==> src/hw/rtl/clipped_alpha_blit_engine_macros.svh <==
// ----------------------------------------------------------------------------
// Clipped alpha blit engine assertion macros
// Concurrent checks sampled on the rising clock and muted during reset.
// ----------------------------------------------------------------------------
`ifndef CLIPPED_ALPHA_BLIT_ENGINE_MACROS_SVH
`define CLIPPED_ALPHA_BLIT_ENGINE_MACROS_SVH

// Same-cycle implication.
`define CABE_ASSERT_IMPLIES(label, clk, rst, ante, cons, msg) \
   label: assert property (@(posedge clk) disable iff (rst) (ante) |-> (cons)) \
      else $error(msg);

// Next-cycle implication.
`define CABE_ASSERT_NEXT(label, clk, rst, ante, cons, msg) \
   label: assert property (@(posedge clk) disable iff (rst) (ante) |=> (cons)) \
      else $error(msg);

`endif

==> src/hw/rtl/cabe_pkg.sv <==
// ----------------------------------------------------------------------------
// Clipped alpha blit engine package
// Payload types, register indexes, widths and the divide-by-255 helper.
// ----------------------------------------------------------------------------
package cabe_pkg;

   localparam int DEFAULT_MAX_SOURCE_DIM = 1024;
   localparam int DEFAULT_MAX_WINDOW_DIM = 2048;

   localparam int CSR_INDEX_W = 3;
   localparam int CSR_DATA_W  = 12;
   localparam int PLACE_W     = 12;
   localparam int SRC_DIM_W   = 11;
   localparam int WIN_DIM_W   = 12;
   // Effective dimensions and coordinates, wide enough for 4096.
   localparam int DIM_W       = 13;
   localparam int POS_W       = 14;
   localparam int COORD_W     = 12;
   localparam int INDEX_W     = 22;
   localparam int PIXEL_W     = 32;
   localparam int CHAN_W      = 8;

   localparam logic [CHAN_W-1:0] ALPHA_OPAQUE = 8'd255;
   localparam logic [CHAN_W-1:0] ALPHA_CLEAR  = 8'd0;

   typedef enum logic [CSR_INDEX_W-1:0] {
      REG_PLACE_X       = 3'd0,
      REG_PLACE_Y       = 3'd1,
      REG_SOURCE_WIDTH  = 3'd2,
      REG_SOURCE_HEIGHT = 3'd3,
      REG_WINDOW_WIDTH  = 3'd4,
      REG_WINDOW_HEIGHT = 3'd5
   } csr_index_type;

   typedef struct packed {
      logic [PIXEL_W-1:0] source_pixel;
      logic [PIXEL_W-1:0] framebuffer_pixel;
   } req_data_type;

   typedef struct packed {
      logic               write_enable;
      logic [INDEX_W-1:0] target_index;
      logic [PIXEL_W-1:0] blended_pixel;
      logic               frame_done;
   } rsp_data_type;

   // Exact floor(x / 255) for x below 65280.
   function automatic logic [CHAN_W-1:0] div255(input logic [15:0] x);
      logic [15:0] t;
      t = x + {8'd0, x[15:8]} + 16'd1;
      return t[15:8];
   endfunction

endpackage

==> src/hw/rtl/clipped_alpha_blit_engine.sv <==
// ----------------------------------------------------------------------------
// Clipped alpha blit engine
// Places a raster-order ARGB source at a signed offset in a window, clips,
// and alpha-blends each pixel over the framebuffer word given with it.
// ----------------------------------------------------------------------------
// Usage: one request carries a source pixel and the framebuffer word at its
// landing spot; one response comes back for every request, in order, with a
// write enable, the linear target index, the word to write and a frame-done
// flag on the last source pixel. Throughput is one pixel per clock while the
// response side does not stall; each request passes through the input
// register, then the response register. The row and column counters
// advance at request accept and are the only state carried between pixels.
// Program the registers only while the engine is empty; a size change
// mid-frame ends the row or frame early once a counter reaches the new last
// position.
module clipped_alpha_blit_engine #(
   parameter int MAX_SOURCE_DIM = cabe_pkg::DEFAULT_MAX_SOURCE_DIM,
   parameter int MAX_WINDOW_DIM = cabe_pkg::DEFAULT_MAX_WINDOW_DIM
) (
   input  logic                               clock,
   input  logic                               reset,
   // Request channel
   input  logic                               req_valid,
   output logic                               req_stall,
   input  cabe_pkg::req_data_type             req_data,
   // Response channel
   output logic                               rsp_valid,
   input  logic                               rsp_stall,
   output cabe_pkg::rsp_data_type             rsp_data,
   // Register write port
   input  logic                               csr_write_enable,
   input  logic [cabe_pkg::CSR_INDEX_W-1:0]   csr_index,
   input  logic [cabe_pkg::CSR_DATA_W-1:0]    csr_wdata
);

`include "clipped_alpha_blit_engine_macros.svh"

   localparam int CNT_W = (MAX_SOURCE_DIM > 1) ? $clog2(MAX_SOURCE_DIM) : 1;
   localparam logic [cabe_pkg::DIM_W-1:0] SRC_MAX = cabe_pkg::DIM_W'(MAX_SOURCE_DIM);
   localparam logic [cabe_pkg::DIM_W-1:0] WIN_MAX = cabe_pkg::DIM_W'(MAX_WINDOW_DIM);

   // --------------------------------------------------------------------
   // Configuration registers
   // --------------------------------------------------------------------
   logic [cabe_pkg::PLACE_W-1:0]   place_x_ff, place_y_ff;
   logic [cabe_pkg::SRC_DIM_W-1:0] source_width_ff, source_height_ff;
   logic [cabe_pkg::WIN_DIM_W-1:0] window_width_ff, window_height_ff;

   always_ff @(posedge clock) begin
      if (reset) begin
         place_x_ff       <= '0;
         place_y_ff       <= '0;
         source_width_ff  <= cabe_pkg::SRC_DIM_W'(1);
         source_height_ff <= cabe_pkg::SRC_DIM_W'(1);
         window_width_ff  <= cabe_pkg::WIN_DIM_W'(1);
         window_height_ff <= cabe_pkg::WIN_DIM_W'(1);
      end else if (csr_write_enable) begin
         case (cabe_pkg::csr_index_type'(csr_index))
            cabe_pkg::REG_PLACE_X:       place_x_ff       <= csr_wdata;
            cabe_pkg::REG_PLACE_Y:       place_y_ff       <= csr_wdata;
            cabe_pkg::REG_SOURCE_WIDTH:  source_width_ff  <= csr_wdata[cabe_pkg::SRC_DIM_W-1:0];
            cabe_pkg::REG_SOURCE_HEIGHT: source_height_ff <= csr_wdata[cabe_pkg::SRC_DIM_W-1:0];
            cabe_pkg::REG_WINDOW_WIDTH:  window_width_ff  <= csr_wdata;
            cabe_pkg::REG_WINDOW_HEIGHT: window_height_ff <= csr_wdata;
            default: ; // drop writes to unknown indexes
         endcase
      end
   end

   // Effective sizes: zero acts as one, oversize clamps to the maximum.
   function automatic logic [cabe_pkg::DIM_W-1:0] clamp_dim(
      input logic [cabe_pkg::DIM_W-1:0] value,
      input logic [cabe_pkg::DIM_W-1:0] limit
   );
      if (value == '0)   return cabe_pkg::DIM_W'(1);
      if (value > limit) return limit;
      return value;
   endfunction

   logic [cabe_pkg::DIM_W-1:0] src_w, src_h, win_w, win_h;

   assign src_w = clamp_dim(cabe_pkg::DIM_W'(source_width_ff),  SRC_MAX);
   assign src_h = clamp_dim(cabe_pkg::DIM_W'(source_height_ff), SRC_MAX);
   assign win_w = clamp_dim(cabe_pkg::DIM_W'(window_width_ff),  WIN_MAX);
   assign win_h = clamp_dim(cabe_pkg::DIM_W'(window_height_ff), WIN_MAX);

   // --------------------------------------------------------------------
   // Handshake: two register stages, each advances when the next frees up
   // --------------------------------------------------------------------
   logic s1_valid_ff, rsp_valid_ff;
   logic rsp_advance, req_accept;

   assign rsp_advance = !rsp_valid_ff || !rsp_stall;
   assign req_stall   = s1_valid_ff && !rsp_advance;
   assign req_accept  = req_valid && !req_stall;
   assign rsp_valid   = rsp_valid_ff;

   // --------------------------------------------------------------------
   // Raster counters and landing position (computed at accept)
   // --------------------------------------------------------------------
   logic [CNT_W-1:0] col_ff, row_ff, col_in, row_in;
   logic             last_col, last_row, done_in;
   logic [cabe_pkg::POS_W-1:0] pos_x, pos_y;
   logic             inside_in;

   assign last_col = cabe_pkg::DIM_W'(col_ff) >= (src_w - cabe_pkg::DIM_W'(1));
   assign last_row = cabe_pkg::DIM_W'(row_ff) >= (src_h - cabe_pkg::DIM_W'(1));
   assign done_in  = last_col && last_row;

   always_comb begin
      col_in = col_ff;
      row_in = row_ff;
      if (last_col) begin
         col_in = '0;
         row_in = last_row ? '0 : row_ff + CNT_W'(1);
      end else begin
         col_in = col_ff + CNT_W'(1);
      end
   end

   always_ff @(posedge clock) begin
      if (reset) begin
         col_ff <= '0;
         row_ff <= '0;
      end else if (req_accept) begin
         col_ff <= col_in;
         row_ff <= row_in;
      end
   end

   // Signed placement plus unsigned counter; the top bit is the sign.
   assign pos_x = {{(cabe_pkg::POS_W-cabe_pkg::PLACE_W){place_x_ff[cabe_pkg::PLACE_W-1]}},
                   place_x_ff} + cabe_pkg::POS_W'(col_ff);
   assign pos_y = {{(cabe_pkg::POS_W-cabe_pkg::PLACE_W){place_y_ff[cabe_pkg::PLACE_W-1]}},
                   place_y_ff} + cabe_pkg::POS_W'(row_ff);

   assign inside_in = !pos_x[cabe_pkg::POS_W-1] && !pos_y[cabe_pkg::POS_W-1] &&
                      (pos_x < cabe_pkg::POS_W'(win_w)) &&
                      (pos_y < cabe_pkg::POS_W'(win_h));

   // --------------------------------------------------------------------
   // Input register
   // --------------------------------------------------------------------
   cabe_pkg::req_data_type         s1_data_ff;
   logic [cabe_pkg::COORD_W-1:0]   s1_u_ff, s1_v_ff;
   logic                           s1_inside_ff, s1_done_ff;

   always_ff @(posedge clock) begin
      if (reset) begin
         s1_valid_ff <= 1'b0;
      end else if (!req_stall) begin
         s1_valid_ff <= req_valid;
      end
   end

   // Payload: hold while stalled, load on accept.
   always_ff @(posedge clock) begin
      if (req_accept) begin
         s1_data_ff   <= req_data;
         s1_u_ff      <= pos_x[cabe_pkg::COORD_W-1:0];
         s1_v_ff      <= pos_y[cabe_pkg::COORD_W-1:0];
         s1_inside_ff <= inside_in;
         s1_done_ff   <= done_in;
      end
   end

   // --------------------------------------------------------------------
   // Index and blend (between input and response registers)
   // --------------------------------------------------------------------
   logic [cabe_pkg::CHAN_W-1:0]  alpha, alpha_inv;
   logic [cabe_pkg::CHAN_W-1:0]  blend_chan [3];
   logic [cabe_pkg::COORD_W+cabe_pkg::DIM_W-1:0] row_base;
   logic [cabe_pkg::INDEX_W-1:0] index_calc;
   cabe_pkg::rsp_data_type       rsp_data_in;

   assign alpha     = s1_data_ff.source_pixel[31:24];
   assign alpha_inv = cabe_pkg::ALPHA_OPAQUE - alpha;
   assign row_base  = s1_v_ff * win_w;
   assign index_calc = row_base[cabe_pkg::INDEX_W-1:0] +
                       cabe_pkg::INDEX_W'(s1_u_ff);

   always_comb begin
      logic [15:0] src_term, dst_term;
      for (int c = 0; c < 3; c++) begin
         src_term = s1_data_ff.source_pixel[c*8 +: 8] * alpha;
         dst_term = s1_data_ff.framebuffer_pixel[c*8 +: 8] * alpha_inv;
         blend_chan[c] = cabe_pkg::div255(src_term) + cabe_pkg::div255(dst_term);
      end
   end

   always_comb begin
      rsp_data_in.write_enable  = 1'b0;
      rsp_data_in.target_index  = '0;
      rsp_data_in.blended_pixel = '0;
      rsp_data_in.frame_done    = s1_done_ff;
      if (s1_inside_ff) begin
         rsp_data_in.target_index = index_calc;
         if (alpha == cabe_pkg::ALPHA_CLEAR) begin
            // Transparent: pass the framebuffer word, no write.
            rsp_data_in.blended_pixel = s1_data_ff.framebuffer_pixel;
         end else if (alpha == cabe_pkg::ALPHA_OPAQUE) begin
            rsp_data_in.write_enable  = 1'b1;
            rsp_data_in.blended_pixel = s1_data_ff.source_pixel;
         end else begin
            // Keep destination alpha, blend each color channel.
            rsp_data_in.write_enable  = 1'b1;
            rsp_data_in.blended_pixel = {s1_data_ff.framebuffer_pixel[31:24],
                                         blend_chan[2], blend_chan[1], blend_chan[0]};
         end
      end
   end

   // --------------------------------------------------------------------
   // Response register
   // --------------------------------------------------------------------
   cabe_pkg::rsp_data_type rsp_data_ff;

   always_ff @(posedge clock) begin
      if (reset) begin
         rsp_valid_ff <= 1'b0;
      end else if (rsp_advance) begin
         rsp_valid_ff <= s1_valid_ff;
      end
   end

   always_ff @(posedge clock) begin
      if (rsp_advance && s1_valid_ff) begin
         rsp_data_ff <= rsp_data_in;
      end
   end

   assign rsp_data = rsp_data_ff;

   // --------------------------------------------------------------------
   // Assertions
   // --------------------------------------------------------------------
   `CABE_ASSERT_IMPLIES(a_stall_only_when_full, clock, reset, req_stall, s1_valid_ff && rsp_valid_ff, "request stalled with a free stage")
   `CABE_ASSERT_NEXT(a_frame_end_clears, clock, reset, req_accept && done_in, col_ff == '0 && row_ff == '0, "counters not cleared at frame end")
   `CABE_ASSERT_NEXT(a_input_holds, clock, reset, s1_valid_ff && !rsp_advance, s1_valid_ff && $stable(s1_data_ff) && $stable(s1_done_ff), "input stage lost a held request")

endmodule

==> config.mk <==
export PLATFORM = sky130hd
export DESIGN_NAME = clipped_alpha_blit_engine
export DESIGN_NICKNAME = d
export VERILOG_FILES = /design/src/hw/rtl/cabe_pkg.sv /design/src/hw/rtl/clipped_alpha_blit_engine.sv
export VERILOG_INCLUDE_DIRS = /design/src /design/src/hw/rtl
export SDC_FILE = /design/constraint.sdc
export NUM_CORES = 2
export LEC_CHECK = 0
export BUFFER_PORTS_ARGS = -buffer_cell sky130_fd_sc_hd__buf_4
export CAP_MARGIN = 20
export CORE_MARGIN = 5
export CORE_UTILIZATION = 30
export DETAILED_ROUTE_END_ITERATION = 12
export GPL_TIMING_DRIVEN = 0
export PLACE_DENSITY_LB_ADDON = 0.15
export SLEW_MARGIN = 25
export SYNTH_ARGS = -nofsm -noshare
export SYNTH_HDL_FRONTEND = slang
export SYNTH_SLANG_ARGS = --single-unit
==> constraint.sdc <==
create_clock -name clock -period 17.9 [get_ports clock]
set_input_delay 1.79 -clock clock [delete_from_list [all_inputs] [get_ports clock]]
set_output_delay 1.79 -clock clock [all_outputs]
set_load 0.02 [all_outputs]
==> impl_metrics.toml <==
[run_status]
status = "finished clean"

[setup_path]
critPathSlowestCell = "clkbuf_1"
path_class = "register to register"
crit_required_ps = 18200
r2r_slack_ps = 7790
worstSetupEndpointType = "register"
worst-path-max-fanout = 10
start_kind = "register"
crit_arrival_ps = 10410
critPathMaxStageDelay_ps = 880

[synthesis]
synth_largest_area_cell = "fa_1"
synthFlopType = "edfxtp_1"
synth_fp_nets = 4255
ys_types = 97
synth-edff-count = 146
synth_area_leaders = "fa_1 (21%), ha_1 (16%), edfxtp_1 (14%), dfxtp_1 (5.9%), inv_1 (5.8%)"
ys_seq_elements = 238
avgSynthCellArea_um2 = 9.11
netlist.area_leader.share = 0.211
synth-warning-count = 0
ys_seq_area_frac = 0.198
syn_area_um2 = 31400
synthCells = 3447
synthArstFlopShare = 0

[timing]
fmax_ghz = 0.0989
rsz0062_at_grt = "no"
final_hold_viol_count = 0
finalWorstSetupSlack_ps = 7790
holdWs_ps = 449
drv_slew = 0
finalSetupViolCount = 0
tightest_slew_ps = 1130
finalSetupTns_ps = 0
fin_crit_sh = 0.565
finClkSkew_ps = 27.1
layout_min_cycle_time_ps = 10110
slew_headroom = 0.244

[grt]
overflow = 0
antenna_found_initial = 9
grt_pass1_wl_um = 147000
grt_pass1_vias = 24520
grt.total_usage = 0.170
grt_max_degree = 63

[finish]
multi_input_area_um2 = 23000
drive_gt1_frac = 0.0681
fillerInstances = 10869
area_growth_pct = 13.3
final_nets = 4437
seq_area_um2 = 6230

[routing]
ant_nets = 0
wire_per_inst_um = 18.7
drc = 0
num_vias = 23923
drt_iter0_drc = 1327
postRouteWirelength_um = 94200
first_pass_iters = 5
routed_via_density = 4.75

[power]
leakagePower_nw = 16.2
ir_drop_mv = 0.185
p_seq_frac = 0.128
p_clk_frac = 0.126
swShare = 0.499
net-switching-power_w = 0.00293
power_density_nw_per_um2 = 165
p_comb_frac = 0.746
internal_power_w = 0.00295

[min_path]
min_path_type = "register to register"

[clocking]
cts_setup_buffers = 0
clock-sinks = 238
clk_latency_ps = 610
cts_buffer_depth = 3
cts.reportedPaths.clkPinSlew_ps = 70
postCtsHoldBufs = 0
ctsResizeCount = 0
tritoncts = "done"
root_buffer = "clkbuf_16"
ctsHtreeMaxLevel = 2
cts_inserted_buffers = 34

[floorplan]
die_x_um = 334
start_util = 0.303
io_pins = 142
dieArea_um2 = 111000
die_y_um = 334
row_count = 118
core-area_um2 = 104000

[placed_design]
gp_congestion = 0.835
hpwl_um = 75100
preCtsSetupSlack_ps = 7760
numPortBuffers = 141

[job]
max_cap_violations = 0
-- per-layer routing --
metal	global-route usage	up-vias	wire length (um)
met1	0.244	11735	46000
met2	0.268	413	41600
li1	-	11686	-
met5	0	-	12
met3	0.0272	87	4810
met4	0.0381	2	1780
-- metrics by stage --
step	total power (W)	cells	util	cell area (um^2)
floorplan	0.00389	3447	-	31400
finish	0.00588	5035	0.343	35600
global route	0.00646	5034	0.343	35600
global placement	0.00510	4968	0.330	34200
detailed placement	0.00509	4973	0.331	34400
CTS	0.00590	5034	0.343	35600
-- kinds of logic (layout without fill, tap and decap cells) --
group,Yosys count,count (layout),synth area share
other cells,0,1,0
compound gates,521,521,0.110
simple gates,1151,1151,0.191
xor+xnor,198,198,0.0568
flops,238,238,0.198
fa+ha+maj,732,732,0.370
mux,7,7,0.00227
buf+inv,600,807,0.0718
-- Yosys cell counts (12+ instances only) --
library cell,number
a211oi_1,12
ha_1,393
o211ai_1,15
edfxtp_1,146
nor2b_1,199
o21a_1,20
inv_1,487
nand3_1,36
nor4_1,16
dfxtp_1,92
nand2b_1,50
nor2_1,122
a21o_1,47
o21ai_0,73
xor2_1,63
fa_1,331
o211a_1,15
clkbuf_1,109
xnor2_1,130
and2_1,242
nand2_1,366
and3_1,15
nor3_1,37
nand4_1,16
a21oi_1,194
o21bai_1,29
-- state kept, by name, summed over array words and instances, names as in the netlist --
name,cells
rsp_valid,1
s1_valid_ff,1
alpha,8
source_width_ff,11
s1_inside_ff,1
source_height_ff,11
window_height_ff,12
col_ff,10
place_x_ff,12
s1_v_ff,12
s1_u_ff,12
window_width_ff,12
s1_data_ff,56
row_ff,10
s1_done_ff,1
rsp_data,56
place_y_ff,12
-- final timing paths --
kind,start,end,cells after the start
max,alpha[2],rsp_data[16],36
min,s1_done_ff,rsp_data[0],0
max reg2reg,alpha[2],rsp_data[16],36
min reg2reg,s1_done_ff,rsp_data[0],0
-- area by class of cell --
cell class | count | share of cell area
Sequential cell | 238 | 0.175
Buffer | 112 | 0.0120
Inverter | 488 | 0.0516
Tap cell | 1380 | 0.0485
Multi-Input combinational cell | 2609 | 0.645
Clock inverter | 22 | 0.00911
Timing Repair Buffer | 146 | 0.0336
Antenna cell | 1 | 0.0000703
Clock buffer | 39 | 0.0250
-- power groups by stage --
stage / logic, W / registers [W] / clock network [W]
after floorplan: 0.00310 / 0.000783 / 0
after global placement: 0.00433 / 0.000768 / 0
after detailed placement: 0.00433 / 0.000763 / 0
after CTS: 0.00437 / 0.000752 / 0.000777
after global routing: 0.00491 / 0.000757 / 0.000796
final: 0.00439 / 0.000751 / 0.000743
-- worst max-delay path, delay by kind of cell (launching register included) --
kind,cells,cell delay [ps]
compound gates,11,1710
buf+inv,5,1640
fa+ha+maj,8,3350
xor+xnor,6,1540
flops,1,510
simple gates,6,1060
-- layout by cell type (no fill, tap or decap), types with 29 or more instances in the layout --
| master | instances |
|---|---|
| inv_1 | 487 |
| ha_1 | 393 |
| nand2_1 | 366 |
| fa_1 | 331 |
| and2_1 | 242 |
| nor2b_1 | 199 |
| a21oi_1 | 194 |
| edfxtp_1 | 146 |
| buf_4 | 141 |
| xnor2_1 | 130 |
| nor2_1 | 122 |
| clkbuf_1 | 110 |
| dfxtp_1 | 92 |
| o21ai_0 | 73 |
| xor2_1 | 63 |
| nand2b_1 | 50 |
| a21o_1 | 47 |
| nor3_1 | 37 |
| nand3_1 | 36 |
| clkbuf_16 | 34 |
| o21bai_1 | 29 |
Power figures use the tool's default switching activity.
